--- src/entity_unescape_stream_core_macros.svh ---
// Assertion macros for the entity unescape stream core.
// Used by entity_unescape_stream_core.sv in src; expects clk_i and rst_ni in scope.
`ifndef ENTITY_UNESCAPE_STREAM_CORE_MACROS_SVH
`define ENTITY_UNESCAPE_STREAM_CORE_MACROS_SVH

// Same-cycle implication, disabled during reset
`define EUS_ASSERT_IMPL(label, ante, cons) \
  label: assert property (@(posedge clk_i) disable iff (!rst_ni) (ante) |-> (cons)) \
    else $error("entity_unescape_stream_core: assertion failed");

// Next-cycle implication, disabled during reset
`define EUS_ASSERT_NEXT(label, ante, cons) \
  label: assert property (@(posedge clk_i) disable iff (!rst_ni) (ante) |=> (cons)) \
    else $error("entity_unescape_stream_core: assertion failed");

`endif

--- src/eus_pkg.sv ---
// Package for the entity unescape stream core: payload types, entity table.
// No dependencies.
package eus_pkg;

  localparam int NumEntities = 7;
  localparam int HoldDepth   = 5;
  localparam int EntMaxLen   = 6;
  localparam int MaxResults  = 6;
  localparam int CntW        = 3;

  localparam logic [7:0] ChrAmp = 8'h26;  // '&'

  // Entity texts, zero padded past their length
  localparam logic [7:0] EntText [NumEntities][EntMaxLen] = '{
    '{8'h26, 8'h23, 8'h31, 8'h32, 8'h34, 8'h3B},  // &#124;
    '{8'h26, 8'h23, 8'h33, 8'h36, 8'h3B, 8'h00},  // &#36;
    '{8'h26, 8'h61, 8'h6D, 8'h70, 8'h3B, 8'h00},  // &amp;
    '{8'h26, 8'h6C, 8'h74, 8'h3B, 8'h00, 8'h00},  // &lt;
    '{8'h26, 8'h67, 8'h74, 8'h3B, 8'h00, 8'h00},  // &gt;
    '{8'h26, 8'h61, 8'h70, 8'h6F, 8'h73, 8'h3B},  // &apos;
    '{8'h26, 8'h71, 8'h75, 8'h6F, 8'h74, 8'h3B}   // &quot;
  };

  localparam logic [CntW-1:0] EntLen [NumEntities] = '{
    3'd6, 3'd5, 3'd5, 3'd4, 3'd4, 3'd6, 3'd6
  };

  // Replacement characters: | $ & < > ' "
  localparam logic [7:0] EntRepl [NumEntities] = '{
    8'h7C, 8'h24, 8'h26, 8'h3C, 8'h3E, 8'h27, 8'h22
  };

  typedef struct packed {
    logic [7:0] byte_in;
    logic       end_of_text;
  } in_item_t;

  typedef struct packed {
    logic [7:0] char_out;
    logic       run_last;
    logic       text_done;
  } out_item_t;

endpackage

--- src/entity_unescape_stream_core.sv ---
// Top level of the entity unescape stream core: input register, matcher,
// result shift buffer. Depends on eus_pkg and entity_unescape_stream_core_macros.svh.
//
//   channel | direction | handshake              | payload
//   --------+-----------+------------------------+-------------------
//   in      | input     | in_valid_i/in_ready_o  | eus_pkg::in_item_t
//   out     | output    | out_valid_o/out_ready_i| eus_pkg::out_item_t
//
// Each byte is held in the input register, then is matched and its results (0 to 6)
// load the result buffer, which drains one per cycle while the output is ready.
// Items with at most one result flow at one per cycle while the output is ready;
// an item with k results holds the input side until the single output port takes them.
// Reset clears the held count and both valid states; no clearing pass.
// A stalled output holds the buffer and, once the input register is full, the input.
`include "entity_unescape_stream_core_macros.svh"

module entity_unescape_stream_core (
  input  logic                clk_i,
  input  logic                rst_ni,
  input  logic                in_valid_i,
  output logic                in_ready_o,
  input  eus_pkg::in_item_t   in_data_i,
  output logic                out_valid_o,
  input  logic                out_ready_i,
  output eus_pkg::out_item_t  out_data_o
);
  import eus_pkg::*;

  // Input register
  logic     inq_valid_q;
  in_item_t inq_q;

  // Partial entity state
  logic [7:0]      held_q [HoldDepth];
  logic [CntW-1:0] held_cnt_q, held_cnt_d;

  // Result buffer, front entry is the one shown
  logic [7:0]      res_q [MaxResults];
  logic [7:0]      res_d [MaxResults];
  logic [CntW-1:0] rem_q, rcnt_d;
  logic            res_eot_q;

  logic load, take;

  assign take   = out_valid_o && out_ready_i;
  assign load   = inq_valid_q && ((rem_q == '0) || ((rem_q == CntW'(1)) && out_ready_i));
  assign in_ready_o = !inq_valid_q || load;

  // Matcher
  logic [CntW-1:0] hc, n;
  logic [7:0]      cand [EntMaxLen];
  logic            ok, full, prefix, amp_hold, eot;
  logic [7:0]      repl, b;

  always_comb begin
    b   = inq_q.byte_in;
    eot = inq_q.end_of_text;
    hc  = (held_cnt_q > CntW'(HoldDepth)) ? '0 : held_cnt_q;
    n   = hc + CntW'(1);

    // candidate = held bytes followed by the new byte
    for (int i = 0; i < EntMaxLen; i++) begin
      if (i < HoldDepth && CntW'(i) < hc) begin
        cand[i] = held_q[i];
      end else begin
        cand[i] = b;
      end
    end

    full   = 1'b0;
    prefix = 1'b0;
    repl   = '0;
    for (int e = 0; e < NumEntities; e++) begin
      ok = (n <= EntLen[e]);
      for (int i = 0; i < EntMaxLen; i++) begin
        if (CntW'(i) < n && cand[i] != EntText[e][i]) begin
          ok = 1'b0;
        end
      end
      if (ok && n == EntLen[e]) begin
        full = 1'b1;
        repl = EntRepl[e];
      end
      if (ok && n < EntLen[e]) begin
        prefix = 1'b1;
      end
    end

    amp_hold = !full && !prefix && (b == ChrAmp) && !eot;

    // results are the candidate bytes, except for a completed entity
    for (int i = 0; i < MaxResults; i++) begin
      res_d[i] = cand[i];
    end
    held_cnt_d = '0;
    if (full) begin
      res_d[0] = repl;
      rcnt_d   = CntW'(1);
    end else if (prefix) begin
      if (eot) begin
        rcnt_d = n;
      end else begin
        rcnt_d     = '0;
        held_cnt_d = n;
      end
    end else if (amp_hold) begin
      rcnt_d     = n - CntW'(1);
      held_cnt_d = CntW'(1);
    end else begin
      rcnt_d = n;
    end
  end

  // Control state
  always_ff @(posedge clk_i or negedge rst_ni) begin
    if (!rst_ni) begin
      inq_valid_q <= 1'b0;
      held_cnt_q  <= '0;
      rem_q       <= '0;
    end else begin
      if (in_ready_o) begin
        inq_valid_q <= in_valid_i;
      end
      if (load) begin
        held_cnt_q <= held_cnt_d;
        rem_q      <= rcnt_d;
      end else if (take) begin
        rem_q <= rem_q - CntW'(1);
      end
    end
  end

  // Payload registers
  always_ff @(posedge clk_i) begin
    if (in_valid_i && in_ready_o) begin
      inq_q <= in_data_i;
    end
    if (load) begin
      if (prefix && !eot) begin
        for (int i = 0; i < HoldDepth; i++) begin
          held_q[i] <= cand[i];
        end
      end else if (amp_hold) begin
        held_q[0] <= ChrAmp;
      end
      for (int i = 0; i < MaxResults; i++) begin
        res_q[i] <= res_d[i];
      end
      res_eot_q <= eot;
    end else if (take) begin
      for (int i = 0; i < MaxResults - 1; i++) begin
        res_q[i] <= res_q[i+1];
      end
    end
  end

  // Output transaction
  assign out_valid_o          = (rem_q != '0);
  assign out_data_o.char_out  = res_q[0];
  assign out_data_o.run_last  = (rem_q == CntW'(1));
  assign out_data_o.text_done = (rem_q == CntW'(1)) && res_eot_q;

  // Assertions
  `EUS_ASSERT_IMPL(a_held_cnt_range, 1'b1, held_cnt_q <= CntW'(HoldDepth))
  `EUS_ASSERT_IMPL(a_rem_range, 1'b1, rem_q <= CntW'(MaxResults))
  `EUS_ASSERT_IMPL(a_held_starts_amp, held_cnt_q != '0, held_q[0] == ChrAmp)
  `EUS_ASSERT_IMPL(a_load_when_free, load,
                   (rem_q == '0) || ((rem_q == CntW'(1)) && take))
  `EUS_ASSERT_NEXT(a_stall_holds, out_valid_o && !out_ready_i, rem_q == $past(rem_q))

endmodule
--- config.mk ---
export PLATFORM = sky130hd
export DESIGN_NAME = entity_unescape_stream_core
export DESIGN_NICKNAME = d
export VERILOG_FILES = /design/src/eus_pkg.sv /design/src/entity_unescape_stream_core.sv
export VERILOG_INCLUDE_DIRS = /design/src /design/src/src
export SDC_FILE = /design/constraint.sdc
export NUM_CORES = 1
export LEC_CHECK = 0
export BUFFER_PORTS_ARGS = -buffer_cell sky130_fd_sc_hd__buf_2
export CAP_MARGIN = 20
export CORE_MARGIN = 2
export CORE_UTILIZATION = 35
export CTS_CLUSTER_DIAMETER = 120
export DETAILED_ROUTE_END_ITERATION = 12
export HOLD_SLACK_MARGIN = 0.03
export SLEW_MARGIN = 20
export SYNTH_ARGS = -nofsm -noshare
export SYNTH_HDL_FRONTEND = slang
export SYNTH_SLANG_ARGS = --single-unit
--- constraint.sdc ---
create_clock -name clk_i -period 4.6 [get_ports clk_i]
set_input_delay 0.46 -clock clk_i [delete_from_list [all_inputs] [get_ports clk_i]]
set_output_delay 0.46 -clock clk_i [all_outputs]
set_load 0.05 [all_outputs]
=== After elaboration in Yosys (flattened, before gate mapping) ===
Memories as Yosys holds them, arrays and structs flattened.
Cells that the tools add are included.

* Add/subtract/negate cells: 3
* $lt $le $gt $ge: 18
* Equal/unequal tests: 27
* Multiplexer cells: 94
* Bitwise logic cells: 6
* Reductions and logical operators: 58

{| class="wikitable"
|+ Operators by type and width
! operator !! count
|-
| two-way mux 8 bit || 18
|-
| != test 8 x 7 -> 1 bit, second input constant || 12
|-
| != test 8 x 6 -> 1 bit, second input constant || 10
|-
| two-way mux 1 bit || 65
|-
| logical AND 1 bit || 47
|-
| two-way mux 3 bit || 10
|-
| nonzero test 8 bit || 2
|-
| < comparator 1 x 3 -> 1 bit, first input constant || 4
|-
| < comparator 2 x 3 -> 1 bit, first input constant || 4
|-
| == test 3 bit, second input constant || 3
|-
| less-or-equal comparator 3 bit, second input constant || 3
|-
| < comparator 3 bit, first input constant || 3
|-
| < comparator 3 bit, second input constant || 3
|-
| == test 8 x 6 -> 1 bit, second input constant || 1
|-
| two-way mux 7 bit || 1
|-
| OR 1 bit || 6
|-
| subtractor 3 x 1 -> 3 bit, second input constant || 2
|-
| zero test 1 bit || 4
|-
| adder 3 x 1 -> 3 bit, second input constant || 1
|-
| == test 3 x 1 -> 1 bit, second input constant || 1
|-
| greater-than comparator 3 bit, second input constant || 1
|-
| zero test 3 bit || 1
|-
| nonzero test 3 bit || 1
|-
| logical OR 1 bit || 2
|-
| nonzero test 2 bit || 1
|}

* Bits in registers: 17
* RAM bits: 88
* Logic and storage cells: 214
* Memories kept: 2

{| class="wikitable"
|+ Memory list
! memory !! depth !! width !! rd ports !! clocked after Yosys merged registers in !! write ports !! line !! text
|-
| res_q || 6 || 8 || 6 || 0 || 6 || entity_unescape_stream_core.sv:38 || <nowiki>logic [7:0] res_q [MaxResults];</nowiki>
|-
| held_q || 5 || 8 || 5 || 0 || 5 || entity_unescape_stream_core.sv:34 || <nowiki>logic [7:0] held_q [HoldDepth];</nowiki>
|}

=== Longest topological paths before layout ===
* Depth in word-level cells: 29
* Mapped depth: 16
* Mapped depth without buffers: 14

=== Least setup slack after synthesis ===
OpenSTA, ideal clock, no wires.

* Path kind: register to register
* From: register held_cnt_q[2]
* To: memory held_q[1][0] (enable)
* Data arrival time: 3.077 ns
* Data required time: 4.227 ns
* Slack: 1.150 ns
* Stages on the path, launching flop included: 15
* Buffers on the path: 2
* Clock period less this slack: 3.450 ns
* Cells stage by stage: dfrtp_1 > buf_4 > nand2_1 > nand2_1 > inv_1 > ha_1 > inv_1 > nor2_1 > or2_2 > clkbuf_1 > o31ai_1 > nand3_1 > o21ai_1 > o211ai_2 > inv_2

{| class="wikitable"
|+ RTL lines
! item !! line !! text
|-
| start: declaration || entity_unescape_stream_core.sv:35 || <nowiki>logic [CntW-1:0] held_cnt_q, held_cnt_d;</nowiki>
|-
| start signal: assignment || entity_unescape_stream_core.sv:125 || <nowiki>held_cnt_q <= held_cnt_d;</nowiki>
|-
| end: declaration || entity_unescape_stream_core.sv:34 ||
|}

==> impl_metrics.json <==
{
  "synth_top_flop_cell": "edfxtp_1",
  "ff2ff_setup_slack_ns": 0.42,
  "setup_tns_ns": 0,
  "cts_sinks": 105,
  "crit_type": "reg -> reg",
  "die_x_um": 132,
  "cp_slowest_stage_delay_ns": 0.73,
  "path_clk_slew_ns": 0.07,
  "max-vdd-ir-drop_v": 0.000311,
  "drc": 0,
  "synth_seq_area_share_pct": 53.0,
  "most-common-layout-cells": "nand2_1, edfxtp_1, nor2_1, mux2_2, buf_2",
  "synth_edf_count": 90,
  "grt_use_total_pct": 18.0,
  "clock_path_buffers": 2,
  "maxCapViolCount": 0,
  "setup_viol": 0,
  "final_antenna_net_count": 0,
  "placed_area_um2": 6030,
  "synth.net_count": 548,
  "drt_iter0_drc": 338,
  "layout_commonest_cell": "nand2_1",
  "std_cell_rows": 46,
  "overflow": 0,
  "postCtsSetupRepairBufs": 0,
  "finalHoldViolations": 0,
  "drt-vias-per-instance": 5.42,
  "root_buffer": "clkbuf_16",
  "cp_max_fo": 29,
  "final_area_um2": 6330,
  "worstSkewPairLatency_ns": 0.36,
  "synth_seq_cells": 105,
  "path_cells": "nand2_1, nand2_1, inv_1, ha_1, inv_1, mux2i_1, and3b_1, nor3_2, a221oi_1, a22oi_1, o21ai_1, o211ai_2, inv_2, buf_12",
  "synth_top_area_share_pct": 47.2,
  "antenna_found_initial": 0,
  "io_buffers": 24,
  "gp_congestion": 0.921,
  "worstPathArrival_ns": 4.28,
  "die_h_um": 132,
  "post-route-min-period_ns": 4.18,
  "syn_inst": 529,
  "ys_warn_count": 0,
  "cts_buffers": 9,
  "postRouteWirelength_mm": 15.2,
  "placeableCoreArea_um2": 15900,
  "fmax_mhz": 239,
  "drive_gt1_share_pct": 19.1,
  "cp-start-kind": "flop",
  "start_util_pct": 35.9,
  "ioPinCount": 25,
  "vias": 4122,
  "grt_first_pass_wirelength_mm": 23.8,
  "routedWlPerCell_um": 20.0,
  "cpMaxStageDelayCell": "dfrtp_1",
  "first_pass_iters": 4,
  "path_buf_inv": 4,
  "p_leak_nw": 2.40,
  "fin_crit_sh_pct": 90.8,
  "rsz0062_at_grt": "false",
  "first_global_vias": 4065,
  "worstPathRequired_ns": 4.70,
  "area_delta_synth_final_pct": 10.6,
  "slew_violations": 0,
  "synth-async-reset-ratio_pct": 6.67,
  "end_kind": "flop",
  "slew_headroom_pct": 49.5,
  "synth_top_cells_by_area": "edfxtp_1, nand2_1, mux2_2, mux2i_1, dfrtp_1",
  "synthesis.area_um2": 5730,
  "dp_hpwl_mm": 11.1,
  "grt_max_degree": 34,
  "cts_htree_levels": 3,
  "die_area_um2": 17400,
  "ys_types": 77,
  "cts_tree": "done",
  "outcome": "complete, no violations",
  "worst_pin_slew_ns": 0.758,
  "path_delay_family": "compound AO/OA/AOI/OAI gates",
  "synth_area_per_cell_um2": 10.8,
  "p_per_area_nw_per_um2": 631,
  "clock-skew-final_ns": 0.00767,
  "antenna_cells": 0,
  "hp-class": "in -> reg",
  "fin_nets": 559,
  "synth_area_leader_cell": "edfxtp_1"
}
-- synth_stat cells (4+ instances only) --
| master | number |
|---|---|
| nand2_1 | 93 |
| nor2b_1 | 7 |
| mux2_2 | 29 |
| dfxtp_1 | 8 |
| buf_2 | 6 |
| inv_1 | 22 |
| ha_1 | 6 |
| nand4_1 | 7 |
| a31oi_1 | 9 |
| nand3_1 | 12 |
| buf_4 | 10 |
| nor4_1 | 7 |
| and3_1 | 4 |
| clkbuf_1 | 17 |
| nor2_1 | 37 |
| dfrtp_1 | 7 |
| o211ai_1 | 4 |
| and3b_1 | 4 |
| nor3_1 | 7 |
| and2_1 | 5 |
| mux2i_1 | 21 |
| o31ai_1 | 5 |
| nand2b_1 | 7 |
| a21oi_1 | 18 |
| o21ai_0 | 14 |
| edfxtp_1 | 90 |
| a22oi_1 | 5 |
-- timing repair --
| item | CTS | global route |
|---|---|---|
| gates resized for setup | 0 | 0 |
| hold buffers | 1 | 0 |
| endpoints found under the hold margin | 7 | 0 |
-- per-layer routing --
| layer | share of wire, % | vias to the layer above | GRT usage, % |
|---|---|---|---|
| li1 | - | 1959 | - |
| met1 | 47 | 2026 | 25.3 |
| met2 | 46 | 118 | 28.3 |
| met3 | 4.9 | 19 | 3.38 |
| met4 | 2.0 | 0 | 5.19 |
| met5 | 0 | - | 0 |
-- where the power goes --
| group | switching, mW | internal [mW] |
|---|---|---|
| registers | 0.170 | 1.40 |
| clock network | 0.356 | 0.425 |
| logic | 1.09 | 0.551 |
-- logic make-up after synthesis --
family,after synthesis,synth area share [%]
AO/OA/AOI/OAI,88,11.3
XOR/XNOR,3,0.590
adder cells (fa/ha/maj),6,1.31
buffers and inverters,58,4.59
flip-flops,105,53.0
multiplexers,50,9.37
AND/OR/NAND/NOR,219,19.8
-- registers in the layout (all words and copies together) (netlist names) --
signal and flops:
b 8, inq_valid_q 1, held_cnt_q 3, rem_q 3
res_eot_q 1, eot 1, held_q 40, res_q 48
-- path summary, 6_finish.rpt --
kind,startpoint,end,cells past startpoint
max,held_cnt_q[2],held_q[3][4],14
min,in_data_i[4],b[3],1
max reg2reg,held_cnt_q[2],held_q[3][4],14
min reg2reg,held_q[0][6],held_q[0][6],1
max in group asynchronous,rst_ni,held_cnt_q[2],2
min in group asynchronous,rst_ni,rem_q[1],2
-- final cells by class --
cell class | count | area, um^2
Tap cell | 216 | 270
Timing Repair Buffer | 34 | 210
Clock buffer | 10 | 229
Clock inverter | 5 | 65.1
Sequential cell | 105 | 3040
Multi-Input combinational cell | 366 | 2430
Inverter | 24 | 90.1
Fill cell | 1579 | 9610
-- through the flow --
step           worst slack (ns)  utilization, %  hold WS [ns]  instances  power (mW)
2_1_floorplan              1.15               -         0.164        529        2.79
5_1_grt                   0.109            39.7         0.258        760        4.22
3_5_place_dp              0.513            37.8         0.312        744        3.23
6_report                  0.425            39.7         0.273        760        4.00
4_1_cts                   0.471            39.7         0.262        760        4.02
3_3_place_gp              0.580            37.8         0.305        744        3.22
-- worst reg2reg max path: cells and delay by family, from the launching register on --
| kind | cells | cell delay, ns |
|---|---|---|
| buffers and inverters | 4 | 0.69 |
| and+or+nand+nor | 4 | 0.83 |
| adders and majority gates | 1 | 0.28 |
| muxes | 1 | 0.37 |
| AOI/OAI and AO/OA | 4 | 0.99 |
| DFF | 1 | 0.73 |
Note: power is estimated with default switching activity, not from simulation.
